### src/sv/trms_pkg.sv
// shared types, codes and helpers for the timed reversing motor sequencer
// no dependencies; used by trms_seq and timed_reversing_motor_sequencer_core

package trms_pkg;

    // command / state codes as they appear on the ports
    localparam logic [2:0] CMD_INIT    = 3'd0;
    localparam logic [2:0] CMD_STOP    = 3'd1;
    localparam logic [2:0] CMD_CW      = 3'd2;
    localparam logic [2:0] CMD_CCW     = 3'd3;
    localparam logic [2:0] CMD_RUNNING = 3'd4;

    // configuration register indexes
    localparam logic [1:0] REG_CW_RUN     = 2'd0;
    localparam logic [1:0] REG_CCW_RUN    = 2'd1;
    localparam logic [1:0] REG_STOP_DWELL = 2'd2;

    localparam int CFG_BITS = 16;

    localparam logic [CFG_BITS-1:0] CW_RUN_RESET     = 16'd1000;
    localparam logic [CFG_BITS-1:0] CCW_RUN_RESET    = 16'd1000;
    localparam logic [CFG_BITS-1:0] STOP_DWELL_RESET = 16'd500;

    typedef enum logic [4:0] {
        ST_INIT    = 5'b00001,
        ST_STOP    = 5'b00010,
        ST_CW      = 5'b00100,
        ST_CCW     = 5'b01000,
        ST_RUNNING = 5'b10000
    } state_t;

    typedef enum logic [1:0] {
        DIR_NONE = 2'd0,
        DIR_CW   = 2'd1,
        DIR_CCW  = 2'd2
    } dir_t;

    typedef struct packed {
        logic [CFG_BITS-1:0] cw_run_ms;
        logic [CFG_BITS-1:0] ccw_run_ms;
        logic [CFG_BITS-1:0] stop_dwell_ms;
    } cfg_t;

    typedef struct packed {
        logic       accepted;
        logic       drive_cw;
        logic       drive_ccw;
        logic [2:0] current_state;
        logic       interlock_closed;
        logic [1:0] last_run;
    } result_t;

    function automatic state_t cmd_to_state(input logic [2:0] code);
        state_t s;
        unique case (code)
            CMD_INIT:    s = ST_INIT;
            CMD_STOP:    s = ST_STOP;
            CMD_CW:      s = ST_CW;
            CMD_CCW:     s = ST_CCW;
            CMD_RUNNING: s = ST_RUNNING;
            default:     s = ST_INIT;
        endcase
        return s;
    endfunction

    function automatic logic [2:0] state_to_cmd(input state_t s);
        logic [2:0] code;
        unique case (s)
            ST_INIT:    code = CMD_INIT;
            ST_STOP:    code = CMD_STOP;
            ST_CW:      code = CMD_CW;
            ST_CCW:     code = CMD_CCW;
            ST_RUNNING: code = CMD_RUNNING;
            default:    code = CMD_INIT;
        endcase
        return code;
    endfunction

endpackage

### src/sv/trms_seq.sv
// sequencer state and single-step logic: one item per enabled cycle
// depends on trms_pkg

module trms_seq #(
    parameter int TIMER_BITS = 16
) (
    input  logic              clk,
    input  logic              rst_n,
    input  logic              step_en,
    input  logic              op,
    input  logic [2:0]        command,
    input  trms_pkg::cfg_t    cfg,
    output trms_pkg::result_t res
);

    localparam int CMP_BITS = (TIMER_BITS > trms_pkg::CFG_BITS) ? TIMER_BITS
                                                                 : trms_pkg::CFG_BITS;
    localparam logic [TIMER_BITS-1:0] TIMER_MAX = {TIMER_BITS{1'b1}};

    trms_pkg::state_t        state_reg, state_next;
    trms_pkg::dir_t          dir_reg, dir_next;
    trms_pkg::dir_t          prev_reg, prev_next;
    logic                    blocked_reg, blocked_next;
    logic [TIMER_BITS-1:0]   elapsed_reg, elapsed_next;
    logic [TIMER_BITS-1:0]   elapsed_inc;
    logic [1:0]              drive_reg, drive_next;   // bit 0 cw, bit 1 ccw
    logic                    accepted;
    logic                    dwell_done, cw_done, ccw_done;

    // saturating tick count, compared after the increment
    assign elapsed_inc = (elapsed_reg == TIMER_MAX) ? elapsed_reg
                                                    : elapsed_reg + TIMER_BITS'(1);
    assign dwell_done = CMP_BITS'(elapsed_inc) >= CMP_BITS'(cfg.stop_dwell_ms);
    assign cw_done    = CMP_BITS'(elapsed_inc) >= CMP_BITS'(cfg.cw_run_ms);
    assign ccw_done   = CMP_BITS'(elapsed_inc) >= CMP_BITS'(cfg.ccw_run_ms);

    always_comb
    begin
        state_next   = state_reg;
        dir_next     = dir_reg;
        prev_next    = prev_reg;
        blocked_next = blocked_reg;
        elapsed_next = elapsed_reg;
        drive_next   = drive_reg;
        accepted     = 1'b0;
        if (!op)
        begin
            elapsed_next = elapsed_inc;
            unique case (state_reg) inside
                trms_pkg::ST_INIT:
                begin
                    drive_next   = 2'b00;
                    state_next   = trms_pkg::ST_STOP;
                    blocked_next = 1'b0;
                end
                trms_pkg::ST_STOP:
                begin
                    drive_next = 2'b00;
                    if (dwell_done)
                    begin
                        blocked_next = 1'b0;
                        dir_next     = trms_pkg::DIR_NONE;
                    end
                end
                trms_pkg::ST_CW, trms_pkg::ST_CCW:
                begin
                    if (dir_reg == trms_pkg::DIR_NONE)
                    begin
                        drive_next   = (state_reg == trms_pkg::ST_CW) ? 2'b01 : 2'b10;
                        dir_next     = (state_reg == trms_pkg::ST_CW) ? trms_pkg::DIR_CW
                                                                      : trms_pkg::DIR_CCW;
                        prev_next    = dir_next;
                        elapsed_next = '0;
                        state_next   = trms_pkg::ST_RUNNING;
                        blocked_next = 1'b1;
                    end
                end
                trms_pkg::ST_RUNNING:
                begin
                    if ((dir_reg == trms_pkg::DIR_CW && cw_done) ||
                        (dir_reg == trms_pkg::DIR_CCW && ccw_done))
                    begin
                        state_next   = trms_pkg::ST_STOP;
                        elapsed_next = '0;
                    end
                end
                default:
                begin
                    state_next = state_reg;
                end
            endcase
        end
        else if (!blocked_reg && command <= trms_pkg::CMD_RUNNING)
        begin
            state_next = trms_pkg::cmd_to_state(command);
            accepted   = 1'b1;
        end
    end

    always_ff @(posedge clk or negedge rst_n)
    begin
        if (!rst_n)
        begin
            state_reg   <= trms_pkg::ST_INIT;
            dir_reg     <= trms_pkg::DIR_NONE;
            prev_reg    <= trms_pkg::DIR_NONE;
            blocked_reg <= 1'b0;
            elapsed_reg <= '0;
            drive_reg   <= 2'b00;
        end
        else if (step_en)
        begin
            state_reg   <= state_next;
            dir_reg     <= dir_next;
            prev_reg    <= prev_next;
            blocked_reg <= blocked_next;
            elapsed_reg <= elapsed_next;
            drive_reg   <= drive_next;
        end
    end

    always_comb
    begin
        res.accepted         = accepted;
        res.drive_cw         = drive_next[0];
        res.drive_ccw        = drive_next[1];
        res.current_state    = trms_pkg::state_to_cmd(state_next);
        res.interlock_closed = blocked_next;
        res.last_run         = prev_next;
    end

endmodule

### src/sv/timed_reversing_motor_sequencer_core.sv
// top level of the timed reversing motor sequencer: handshakes, config registers
// depends on trms_pkg and trms_seq

// Each request beat is either a one-millisecond tick (op 0) or a command
// request (op 1) and yields exactly one result beat with the drive levels,
// the command state, the interlock and the last run direction. A beat sits
// in an input register, passes the sequencer step logic and lands in a
// result register, so one beat is taken every cycle while the result
// channel is not stalled, and its result can be taken from the result
// register; the only recurrence is the sequencer state update, which
// closes within that single step. The result register holds a valid
// result while rsp_stall is high and the input register keeps taking one
// more beat behind it. Commands are taken only while the interlock is
// open; codes above four are dropped. The three run/dwell registers (cw run,
// ccw run, stop dwell, in ms) are written through the cfg port, which is
// always ready and ignores index three; write them only while idle.

module timed_reversing_motor_sequencer_core #(
    parameter int TIMER_BITS = 16
) (
    input  logic        clk,
    input  logic        rst_n,

    // request channel
    input  logic        req_valid,
    output logic        req_stall,
    input  logic        op,
    input  logic [2:0]  command,

    // result channel
    output logic        rsp_valid,
    input  logic        rsp_stall,
    output logic        accepted,
    output logic        drive_cw,
    output logic        drive_ccw,
    output logic [2:0]  current_state,
    output logic        interlock_closed,
    output logic [1:0]  last_run,

    // configuration write channel
    input  logic        cfg_valid,
    output logic        cfg_ready,
    input  logic [1:0]  cfg_index,
    input  logic [15:0] cfg_data
);

    // input stage
    logic              in_valid_reg;
    logic              in_op_reg;
    logic [2:0]        in_command_reg;
    logic              req_take;

    // result stage
    logic              out_valid_reg;
    trms_pkg::result_t res_reg;
    trms_pkg::result_t res_next;

    // step fires when the held beat has somewhere to go
    logic              advance;

    trms_pkg::cfg_t    cfg_reg;

    assign advance   = in_valid_reg && (!out_valid_reg || !rsp_stall);
    assign req_stall = in_valid_reg && !advance;
    assign req_take  = req_valid && !req_stall;
    assign cfg_ready = 1'b1;

    // input register: payload loads on every taken beat
    always_ff @(posedge clk or negedge rst_n)
    begin
        if (!rst_n)
        begin
            in_valid_reg <= 1'b0;
        end
        else if (req_take)
        begin
            in_valid_reg <= 1'b1;
        end
        else if (advance)
        begin
            in_valid_reg <= 1'b0;
        end
    end

    always_ff @(posedge clk)
    begin
        if (req_take)
        begin
            in_op_reg      <= op;
            in_command_reg <= command;
        end
    end

    // configuration registers, reset to the default run and dwell times
    always_ff @(posedge clk or negedge rst_n)
    begin
        if (!rst_n)
        begin
            cfg_reg.cw_run_ms     <= trms_pkg::CW_RUN_RESET;
            cfg_reg.ccw_run_ms    <= trms_pkg::CCW_RUN_RESET;
            cfg_reg.stop_dwell_ms <= trms_pkg::STOP_DWELL_RESET;
        end
        else if (cfg_valid && cfg_ready)
        begin
            unique case (cfg_index)
                trms_pkg::REG_CW_RUN:     cfg_reg.cw_run_ms     <= cfg_data;
                trms_pkg::REG_CCW_RUN:    cfg_reg.ccw_run_ms    <= cfg_data;
                trms_pkg::REG_STOP_DWELL: cfg_reg.stop_dwell_ms <= cfg_data;
                default:                  cfg_reg               <= cfg_reg;
            endcase
        end
    end

    // sequencer state and step logic
    trms_seq #(
        .TIMER_BITS (TIMER_BITS)
    ) u_seq (
        .clk     (clk),
        .rst_n   (rst_n),
        .step_en (advance),
        .op      (in_op_reg),
        .command (in_command_reg),
        .cfg     (cfg_reg),
        .res     (res_next)
    );

    // result register: valid drops once the beat is taken and nothing follows
    always_ff @(posedge clk or negedge rst_n)
    begin
        if (!rst_n)
        begin
            out_valid_reg <= 1'b0;
        end
        else if (advance)
        begin
            out_valid_reg <= 1'b1;
        end
        else if (!rsp_stall)
        begin
            out_valid_reg <= 1'b0;
        end
    end

    always_ff @(posedge clk)
    begin
        if (advance)
        begin
            res_reg <= res_next;
        end
    end

    assign rsp_valid        = out_valid_reg;
    assign accepted         = res_reg.accepted;
    assign drive_cw         = res_reg.drive_cw;
    assign drive_ccw        = res_reg.drive_ccw;
    assign current_state    = res_reg.current_state;
    assign interlock_closed = res_reg.interlock_closed;
    assign last_run         = res_reg.last_run;

`ifndef ASSERT_OFF
    // both drive lines high would short the motor bridge
    assert property (@(posedge clk) disable iff (!rst_n)
        rsp_valid |-> !(drive_cw && drive_ccw))
        else $error("both drive lines high");

    // a command can only be taken through an open interlock
    assert property (@(posedge clk) disable iff (!rst_n)
        (rsp_valid && accepted) |-> !interlock_closed)
        else $error("command accepted with interlock closed");

    // an active drive always matches the recorded run direction
    assert property (@(posedge clk) disable iff (!rst_n)
        (rsp_valid && drive_cw) |-> (last_run == trms_pkg::DIR_CW))
        else $error("cw drive without cw run recorded");

    assert property (@(posedge clk) disable iff (!rst_n)
        (rsp_valid && drive_ccw) |-> (last_run == trms_pkg::DIR_CCW))
        else $error("ccw drive without ccw run recorded");
`endif

endmodule
### config.mk
export PLATFORM = sky130hd
export DESIGN_NAME = timed_reversing_motor_sequencer_core
export DESIGN_NICKNAME = d
export VERILOG_FILES = /design/src/sv/trms_pkg.sv /design/src/sv/trms_seq.sv /design/src/sv/timed_reversing_motor_sequencer_core.sv
export SDC_FILE = /design/constraint.sdc
export NUM_CORES = 1
export LEC_CHECK = 0
export BUFFER_PORTS_ARGS = -buffer_cell sky130_fd_sc_hd__buf_2
export CAP_MARGIN = 15
export CORE_AREA = 2 2 137 139
export DETAILED_ROUTE_END_ITERATION = 7
export DIE_AREA = 0 0 139 141
export SETUP_SLACK_MARGIN = 0.4
export SYNTH_ARGS = -nofsm -noshare
export SYNTH_HDL_FRONTEND = slang
export SYNTH_SLANG_ARGS = --single-unit
export TNS_END_PERCENT = 5
### constraint.sdc
create_clock -name clk -period 12.08 [get_ports clk]
set_input_delay 0.604 -clock clk [delete_from_list [all_inputs] [get_ports clk]]
set_output_delay 0.604 -clock clk [all_outputs]
set_load 0.02 [all_outputs]
=== Yosys cells after proc, flatten, opt, wreduce, memory -nomap -nowiden ===
Index checks and enable logic that the tools add are counted.

* Multiplexer cells: 30
* Add/subtract/negate cells: 1
* Magnitude comparators: 4
* Bitwise operators: 1
* Reduce and logical (&&, ||, !) cells: 24
* Equality and inequality tests: 21

{| class="wikitable"
|+ Operator list
! cell !! count
|-
| 16-bit >= comparator || 3
|-
| 16-bit two-way mux || 3
|-
| 16-bit one-hot mux with 2 select lines || 1
|-
| 5-bit two-way mux || 4
|-
| 5-bit one-hot mux with 4 select lines || 1
|-
| 16-bit by 1-bit adder with 16-bit output (second input constant) || 1
|-
| 16-bit == test (second input constant) || 1
|-
| 2-bit two-way mux || 8
|-
| 5-bit one-hot mux with 3 select lines || 1
|-
| 3-bit one-hot mux with 4 select lines || 1
|-
| 5-bit by 2-bit == test with 1-bit output (second input constant) || 2
|-
| 5-bit by 3-bit == test with 1-bit output (second input constant) || 2
|-
| 5-bit by 4-bit == test with 1-bit output (second input constant) || 2
|-
| 5-bit == test (second input constant) || 2
|-
| 1-bit two-way mux || 8
|-
| 2-bit one-hot mux with 2 select lines || 2
|-
| 2-bit AND reduction || 4
|-
| 3-bit by 2-bit == test with 1-bit output (second input constant) || 2
|-
| 1-bit logical AND || 6
|-
| 2-bit by 1-bit inequality test with 1-bit output (second input constant) || 3
|-
| 5-bit by 1-bit == test with 1-bit output (second input constant) || 1
|-
| 1-bit logical NOT || 5
|-
| 5-bit AND reduction || 1
|-
| 2-bit by 1-bit == test with 1-bit output (second input constant) || 2
|-
| other kinds (10) || 15
|}

* Register bits: 91
* Input port bits: 27
* Word-level logic and storage cells: 100
* Output and inout port bits: 12

=== Depth between registers and ports, before layout ===
* Word-level depth: 10
* Gate-level depth with buffers: 18
* Mapped depth without buffers: 17

=== Cells and area by module ===
From an unflattened synthesis, not the netlist that was laid out.

* Cells, all modules: 570
* Area total of the unflattened synthesis: 5716.7 µm²

{| class="wikitable"
|+ By module, submodules not included
! module !! area an instance (µm²) !! cells an instance !! sequential area each (µm²) !! times used
|-
| trms_seq || 3390.8 || 445 || 701.9 || 1
|-
| timed_reversing_motor_sequencer_core || 2326.0 || 125 || 1664.1 || 1
|}

=== Least setup slack after synthesis ===
OpenSTA, ideal clock, no wires.

* Kind: register -> register
* From: register u_seq.elapsed_reg[0]
* To: register res_reg (netlist bit current_state[0]) (data pin)
* Required time: 11.825 ns
* Data arrival time: 3.970 ns
* Period minus slack after synthesis: 4.225 ns
* Path slack: 7.855 ns
* Cell stages (with the launch flop): 18
* Path buffers: 0
* Setup time: 0.255 ns
* Cell sequence: dfrtp_1 ha_1 nand2_1 nor4_2 a21oi_1 and3_1 and3_1 nand3_1 xnor2_1 ha_1 nand2_1 nor3_2 or4b_1 a311oi_2 nor2_1 o311a_1 xor2_1 and3_1

{| class="wikitable"
|+ RTL lines
! element !! line !! RTL
|-
| start, declared || trms_seq.sv:24 || <nowiki>logic [TIMER_BITS-1:0] elapsed_reg, elapsed_next;</nowiki>
|-
| start signal, assigned || trms_seq.sv:117 || <nowiki>elapsed_reg <= elapsed_next;</nowiki>
|-
| end signal, assigned || timed_reversing_motor_sequencer_core.sv:148 || <nowiki>res_reg <= res_next;</nowiki>
|-
| end, declared || timed_reversing_motor_sequencer_core.sv:55 || <nowiki>trms_pkg::result_t res_reg;</nowiki>
|}

==> impl_metrics.toml <==
[run_status]
status = "finished, final reports clean"

[final_layout]
final_common_cell = "dfrtp_1"
fill_cells = 1891
fin_cells = 811
drive_above_1_share_pct = 20.1
multi_input_area_um2 = 2710
area_delta_synth_final_pct = 12.7
finalNetCount = 648
layout_common_cells = "dfrtp_1 (59), inv_1 (56), nand2_1 (55), ha_1 (49), mux2_2 (37)"
largest_reg_flops = 48
register_area_um2 = 2370
insertedDiodeCount = 0

[power_and_ir_drop]
leakage_uw = 0.00275
clkPwrFrac_pct = 31.5
p_sw_share_pct = 29.3
pwr_density_cell_nw_per_um2 = 134
pwr-share-comb_pct = 21.5
cellInternalPower_uw = 571
seq_power_share_pct = 46.9
power_uw = 808
ir_drop_mv = 0.0712
power.switching_uw = 237

[sta]
slew_viol_final = 0
hold_viol = 0
min_period_over_period_pct = 39.1
period_needed_ns = 4.73
fin_setup_tns_ns = 0
fmax_mhz = 212
slew_headroom_pct = 27.8
skew_ns = 0.00761
setup-violations-final = 0
tightestPinTransition_ns = 1.08
grt_setup_unrepaired = "no"

[drt]
dr.pass1.iters = 4
avgViaCountPerCell = 4.82
routedWlPerCell_um = 14.0
dr_total_vias = 3913
drtIter0Drc = 234
drc = 0
routed_wl_um = 11300
ant_nets = 0

[worst_hold_path]
hold_path.class = "in2reg"

[placement]
placedCellCount = 795
hpwl_um = 8330
gp_congestion = 0.834
portBuffers = 37

[setup_path]
cp-end-kind = "flip-flop"
cp-start-kind = "flip-flop"
cp_max_fo = 7
critical_path_class = "reg2reg"
cp.required_ns = 12.18
arrival_ns = 4.83

[yosys]
synth_nets = 615
avgSynthCellArea_um2 = 9.94
synth_cell_type_count = 64
synth-seq-cells = 91
synth_edf_count = 13
syn_inst = 539
async_reset_ff_share_pct = 85.7
synth_area_um2 = 5360
yosysWarnings = 0
ys_seq_area_share_pct = 44.2
ys.flop_type = "dfrtp_1"

[floorplanning]
dieHeight_um = 141
initial_utilization_pct = 29.3
die_width_um = 139
core_um2 = 18300
row_count = 50
io_pins = 39
die-area_um2 = 19600

[grt]
antenna_found_initial = 0
grt_pass1_vias = 3866
grt_first_pass_wirelength_um = 19200
track_usage_pct = 12.2
grt_max_degree = 79
grt-ovfl-total = 0

[clock_network]
ctsResizeCount = 0
clock-sinks = 91
cts_hold_buf = 0
cts_made_buffers = 9
cts_tree = "built"
clockRootBuffer = "clkbuf_16"
h-tree-depth = 3
clk_path_buf_depth = 2
clock_latency_ns = 0.35
cts_setup_buffers = 0
path_clk_slew_ns = 0.06

[job]
maxCapViolCount = 0
## cell usage after synthesis, drive strengths merged, types with 2 or more instances
library cell,count,area (um^2)
o221ai,2,17.5
inv,57,214
nor2,22,82.6
nor3,11,60.1
nand2,55,206
nor4,2,18.8
nand3,13,65.1
nor3b,3,22.5
ha,49,613
dfrtp,59,1480
xnor2,5,43.8
o31ai,2,15.0
a22o,13,114
nor2b,4,25.0
o21ai,53,269
clkbuf,13,50.0
nand3b,4,30.0
xor2,6,52.6
mux2,37,417
a21o,7,52.6
o21a,4,30.0
a311oi,3,38.8
or2,2,12.5
and3,5,31.3
and2,5,31.3
dfstp,19,499
a21oi,28,140
edfxtp,13,390
buf,3,23.8
o211ai,3,36.3
nand4,8,50.1
nand2b,8,50.1
## metal layers
layer	vias to the layer above	global-route usage [%]	part of all wire [%]
li1	1982	-	-
met1	1872	15.2	47
met2	47	20.9	48
met3	12	3.50	3.7
met4	0	3.03	1.1
met5	-	0	0
## final timing paths
check	startpoint	to	slack, ns	cells after the start
worst max register to register	u_seq.elapsed_reg[0]$_DFFE_PN0P_	current_state[0]$_DFFE_PP_	7.35	17
max in group asynchronous	rst_n	cfg_reg[11]$_DFFE_PN0P_	10.98	1
worst min register to register	in_valid_reg$_DFFE_PN0P_	rsp_valid$_DFFE_PN0P_	0.49	1
worst max-delay path	u_seq.elapsed_reg[0]$_DFFE_PN0P_	current_state[0]$_DFFE_PP_	7.35	17
worst min-delay path	command[1]	in_command_reg[1]$_DFFE_PP_	0.43	1
min in group asynchronous	rst_n	u_seq.state_reg[4]$_DFFE_PN0P_	0.44	1
## final cells by class
class	instances	area share [%]
Clock buffer	10	3.79
Clock inverter	6	0.539
Sequential cell	91	39.2
Tap cell	234	4.85
Multi-Input combinational cell	375	44.8
Inverter	57	3.54
Timing Repair Buffer	38	3.23
## power groups by stage
stage / sequential (uW) / combinational, uW / clock (uW)
after global routing: 385 / 204 / 277
final: 379 / 174 / 255
after global placement: 383 / 176 / 0
after detailed placement: 385 / 177 / 0
after floorplan: 380 / 127 / 0
after CTS: 379 / 178 / 264
## worst max-delay path, stage by stage, from the launching register on
cell and delay, ns:
dfrtp_1 0.40, ha_1 0.22, nand2_1 0.11, nor4_2 0.55
a21oi_1 0.22, and3_1 0.25, and3_1 0.23, nand3_1 0.13
xnor2_1 0.13, ha_1 0.32, nand2_1 0.07, nor3_2 0.15
or4b_1 0.48, a311oi_2 0.37, nor2_1 0.09, o311a_1 0.40
xor2_1 0.17, and3_1 0.20
## per-stage QoR
step	utilization (%)	hold slack, ns	setup WS (ns)	cell area (um^2)
after floorplan	-	0.308	7.86	5360
after global placement	31.6	0.466	7.51	5780
after detailed placement	31.6	0.472	7.39	5780
after CTS	33.0	0.418	7.37	6040
after global routing	33.0	0.415	6.94	6040
final	33.0	0.432	7.35	6040
## cells by family after synthesis
logic type | synth area share [%]
compound gates | 15.9
xor+xnor | 1.80
fa+ha+maj | 11.4
buf+inv | 5.37
flops | 44.2
mux | 7.78
other cells | 0.0700
simple gates | 13.4
Power figures use the tool's default switching activity.
